## src/rtl/drc_pkg.sv

```systemverilog
// ---------------------------------------------------------------------------
// drc_pkg
// Shared constants, register indexes and a table function of the dynamic
// range compressor / expander.
// ---------------------------------------------------------------------------
package drc_pkg;

    localparam int SMP_W = 24;
    localparam int GR_W  = 16;
    localparam int LVL_W = 48;
    localparam int CFG_IDX_W  = 3;
    localparam int CFG_DATA_W = 16;
    localparam int MUL_W = 33;

    localparam logic [CFG_IDX_W-1:0] CFG_MODE      = 3'd0;
    localparam logic [CFG_IDX_W-1:0] CFG_BYPASS    = 3'd1;
    localparam logic [CFG_IDX_W-1:0] CFG_THRESHOLD = 3'd2;
    localparam logic [CFG_IDX_W-1:0] CFG_RATIO     = 3'd3;
    localparam logic [CFG_IDX_W-1:0] CFG_ATTACK    = 3'd4;
    localparam logic [CFG_IDX_W-1:0] CFG_RELEASE   = 3'd5;
    localparam logic [CFG_IDX_W-1:0] CFG_MAKEUP    = 3'd6;

    localparam logic signed [16:0] FLOOR_DB    = -17'sd15360;
    localparam logic [32:0]        AVG_STEP    = 33'd1678;
    localparam logic [32:0]        DB_PER_LOG2 = 33'd197283;
    localparam logic [32:0]        LOG2_PER_DB = 33'd2786635;

    // 2^(2^(k-16)) in Q1.30, by repeated integer square roots
    function automatic logic [30:0] root_val(input int k);
        logic [63:0] r;
        logic [63:0] x;
        logic [63:0] res;
        logic [63:0] bv;
        r = 64'd1 << 31;
        for (int i = 0; i < 16 - k; i++) begin
            x   = r << 30;
            res = '0;
            bv  = 64'd1 << 62;
            for (int j = 0; j < 32; j++) begin
                if (x >= res + bv) begin
                    x   = x - (res + bv);
                    res = (res >> 1) + bv;
                end else begin
                    res = res >> 1;
                end
                bv = bv >> 2;
            end
            r = res;
        end
        return r[30:0];
    endfunction

endpackage

```

## src/rtl/drc_mul.sv

```systemverilog
// ---------------------------------------------------------------------------
// drc_mul
// Shared signed multiplier used by the multiplying steps of the sequencer.
// ---------------------------------------------------------------------------
module drc_mul import drc_pkg::*; (
    input  logic signed [MUL_W-1:0]   i_a,
    input  logic signed [MUL_W-1:0]   i_b,
    output logic signed [2*MUL_W-1:0] o_p
);
    assign o_p = i_a * i_b;
endmodule

```

## config.mk

```make
export PLATFORM = sky130hd
export DESIGN_NAME = drc_mul
export DESIGN_NICKNAME = d
export VERILOG_FILES = /design/src/rtl/drc_pkg.sv /design/src/rtl/drc_mul.sv
export SDC_FILE = /design/constraint.sdc
export NUM_CORES = 2
export LEC_CHECK = 0
export ABC_AREA = 1
export BUFFER_PORTS_ARGS = -buffer_cell sky130_fd_sc_hd__buf_2
export CORE_MARGIN = 1.5
export CORE_UTILIZATION = 40
export DETAILED_ROUTE_END_ITERATION = 16
export PLACE_DENSITY = 0.54
export SKIP_LAST_GASP = 1
export SLEW_MARGIN = 25
export SYNTH_ARGS = -nofsm -noshare
export SYNTH_HDL_FRONTEND = slang
export SYNTH_SLANG_ARGS = --single-unit
```

## constraint.sdc

```tcl
create_clock -name vclk -period 16
set_input_delay 3.2 -clock vclk [all_inputs]
set_output_delay 3.2 -clock vclk [all_outputs]
set_load 0.03 [all_outputs]
```

==> summary.md <==
| Metric | Value |
|---|---|
| Outcome | finished clean |
| Fraction of synthesized cell area in xor and xnor cells | 0.817% |
| Post-synthesis simple-gate area fraction | 17.0% |
| Worst Setup End Kind | output pin |
| Crit path time final | 14.30 ns |
| Remaining antenna violation count after routing | 0 |
| Crit-path slowest cell | fa_1 |
| WL/cell | 17.9 um |
| Setup TNS | 0 ns |
| Sequential share of the synthesized area | 0% |
| Hold EP | o_p[0] |
| Via Count | 31,900 |
| First-pass GRT wire length | 195,000 um |
| I/O Pins | between 100 and 150 |
| Synthesized instance count | approximately 5,500 |
| Hold_buf cts | 0 |
| Met3 wire length | ~4600 um |
| Area grow syn2layout | 3.83% |
| Largest family of logic cells by synthesized area | adder cells |
| Iter 0 DRT Violations | between 1,500 and 2,000 |
| DP HPWL | 105,000 um |
| Rows | 118 |
| Cell mode on critical path | fa_1 |
| Post-Syn Area | about 42,000 sq um |
| FF+latch area | 0 sq um |
| Initial antenna violation count | 10 |
| Full die area | 106,000 sq um |
| FMAX | around 70 MHz |
| Crit start category | input port |
| Area contributors post-synth | fa_1, inv_1, nand2_1 |
| Post-Route WL | 121,000 um |
| M1 WL | 48,900 um |
| Via density | 4.72 |
| RePlAce Congestion | roughly 0.94 |
| Arrival time at the worst endpoint | between 10 and 15 ns |
| Critical Path Max Stage Delay | a little over 0.9 ns |
| HP Class | input port to output pin |
| Synth Warn # | 0 |
| Worst Tran Pin Value | 0.993 ns |
| Seq_cells | 0 |
| RSZ-0062 raised after global routing | no |
| # nets final | 6,802 |
| Port bufs | 132 |
| Synth Area in Adders | roughly three fifths |
| Fin. max-slew vios | 0 |
| Slew margin rel. | 33.8% |
| Hold_sp | i_b[0] |
| Number of clock buffers in the layout | 0 |
| Initial core utilization | between 40% and 50% |
| Vias in the first global route | 34,100 |
| Overflow after GRT | 0 |
| Synth area leader | fa_1 |
| Synth Area in Compound Gates | 1.40% |
| Setup Buffers After CTS | 0 |
| Largest net degree at the start of global routing | 34 |
| Core footprint | between 100,000 and 150,000 sq um |
| Cell variety after synth | 34 |
| Die width | 326 um |
| Crit Path Max Fanout | 33 |
| # DRC | 0 |
| Top-area cell type share of the netlist area | 54.8% |
| DRT Pass-1 Iters | 5 |
| Syn_nets | 6,906 |
| Highest Signal Layer | met5 |
| Final Cycle Share | 89.3% |
| Post_cts resized | 0 |
| Mean Syn Cell Area | 7.63 sq um |
| CP Class | input port to output pin |
| Worst hold stages | 4 |
| Worst Path Required | 12.80 ns |
| Hold Fails Final Rpt | 0 |
| Max_cap viols | 0 |
| Multiplexer share of the synthesized area | 0% |
| Final setup viols | 0 |
| Layout cell share with drive strength beyond 1 | 3.72% |
| Metal2 WL | 64,800 um |
| Gr usage total | between 20% and 30% |
| DIE HEIGHT | 326 um |
-- synth_stat cells --
master / count
a21boi_0: 1
a21o_1: 3
a21oi_1: 60
a21oi_2: 3
and2_0: 1
and2_1: 2
and3_1: 2
buf_1: 1
clkbuf_1: 262
clkinv_1: 1
fa_1: 1145
ha_1: 217
inv_1: 1894
inv_2: 3
nand2_1: 1531
nand2_2: 8
nand3_1: 70
nand3_2: 5
nand3b_1: 5
nand3b_2: 1
nand4_1: 20
nor2_1: 130
nor2_2: 12
nor2_4: 2
nor3_1: 8
nor4_1: 4
nor4_2: 2
o21a_1: 1
o21ai_0: 21
o21ai_1: 7
o21bai_1: 11
or2_2: 6
xnor2_1: 5
xor2_1: 34
-- worst max-delay path by stage --
stage	slack, ns	end	cells after the start	from
2_1_floorplan	2.68	o_p[60]	25	i_a[32]
3_5_place_dp	1.67	o_p[64]	26	i_b[10]
6_report	1.70	o_p[64]	26	i_b[10]
4_1_cts	1.64	o_p[64]	26	i_b[10]
3_3_place_gp	1.75	o_p[64]	26	i_a[32]
5_1_grt	1.33	o_p[64]	26	i_a[32]
-- final cells by class --
cell class	instances	area, sq um
Antenna cell	4	10.0
Fill cell	10800	60100
Inverter	1898	7120
Multi-Input combinational cell	3317	33700
Tap cell	1380	1730
Timing Repair Buffer	157	848
-- layout by cell type (no fill, tap or decap), types with 4 or more instances in the layout --
master and instances:
fa_1 1144, ha_1 217, nand4_1 20, nand2_1 1531, nand3b_1 5, nor2_2 12
o21bai_1 11, nand3_1 70, or2_2 6, buf_4 25, nand2_2 8, inv_1 1894
diode_2 4, o21ai_1 7, o21ai_0 21, nor3_1 8, buf_2 132, nor4_1 4
nor2_1 130, nand3_2 5, a21oi_1 60, xnor2_1 5, xor2_1 34
-- cells by family (layout without fill, tap and decap cells) --
family          Yosys count  after routing
buf+inv                2161           2055
other cells               0              4
simple gates           1809           1809
fa+ha+maj              1362           1362
compound gates          107            107
xor+xnor                 39             39
-- critical path: cells and delay by family --
kind | cells | cell delay (ns)
adder cells (fa/ha/maj) | 9 | 4.86
buffers and inverters | 8 | 1.64
AND/OR/NAND/NOR | 9 | 1.36
-- metal layers --
metal | track usage [%] | up-vias
met5 | 0 | -
met4 | 4.80 | 2
met3 | 1.19 | 156
met2 | 43.7 | 725
met1 | 30.2 | 16400
li1 | - | 14600
-- through the flow --
| stage | hold slack, ns | area, sq um | std cells | worst slack (ns) | utilization (%) |
|---|---|---|---|---|---|
| after floorplan | 6.71 | 41800 | 5478 | 2.68 | - |
| after detailed placement | 7.24 | 43400 | 6752 | 1.67 | 41.9 |
| after global routing | 7.32 | 43400 | 6756 | 1.33 | 41.9 |
| after global placement | 7.23 | 43400 | 6752 | 1.75 | 41.9 |
| final | 7.25 | 43400 | 6756 | 1.70 | 41.9 |
| after CTS | 7.24 | 43400 | 6752 | 1.64 | 41.9 |
Power is not shown: default switching activity piles up to over one toggle a cycle in this logic, so the estimate is an artifact.
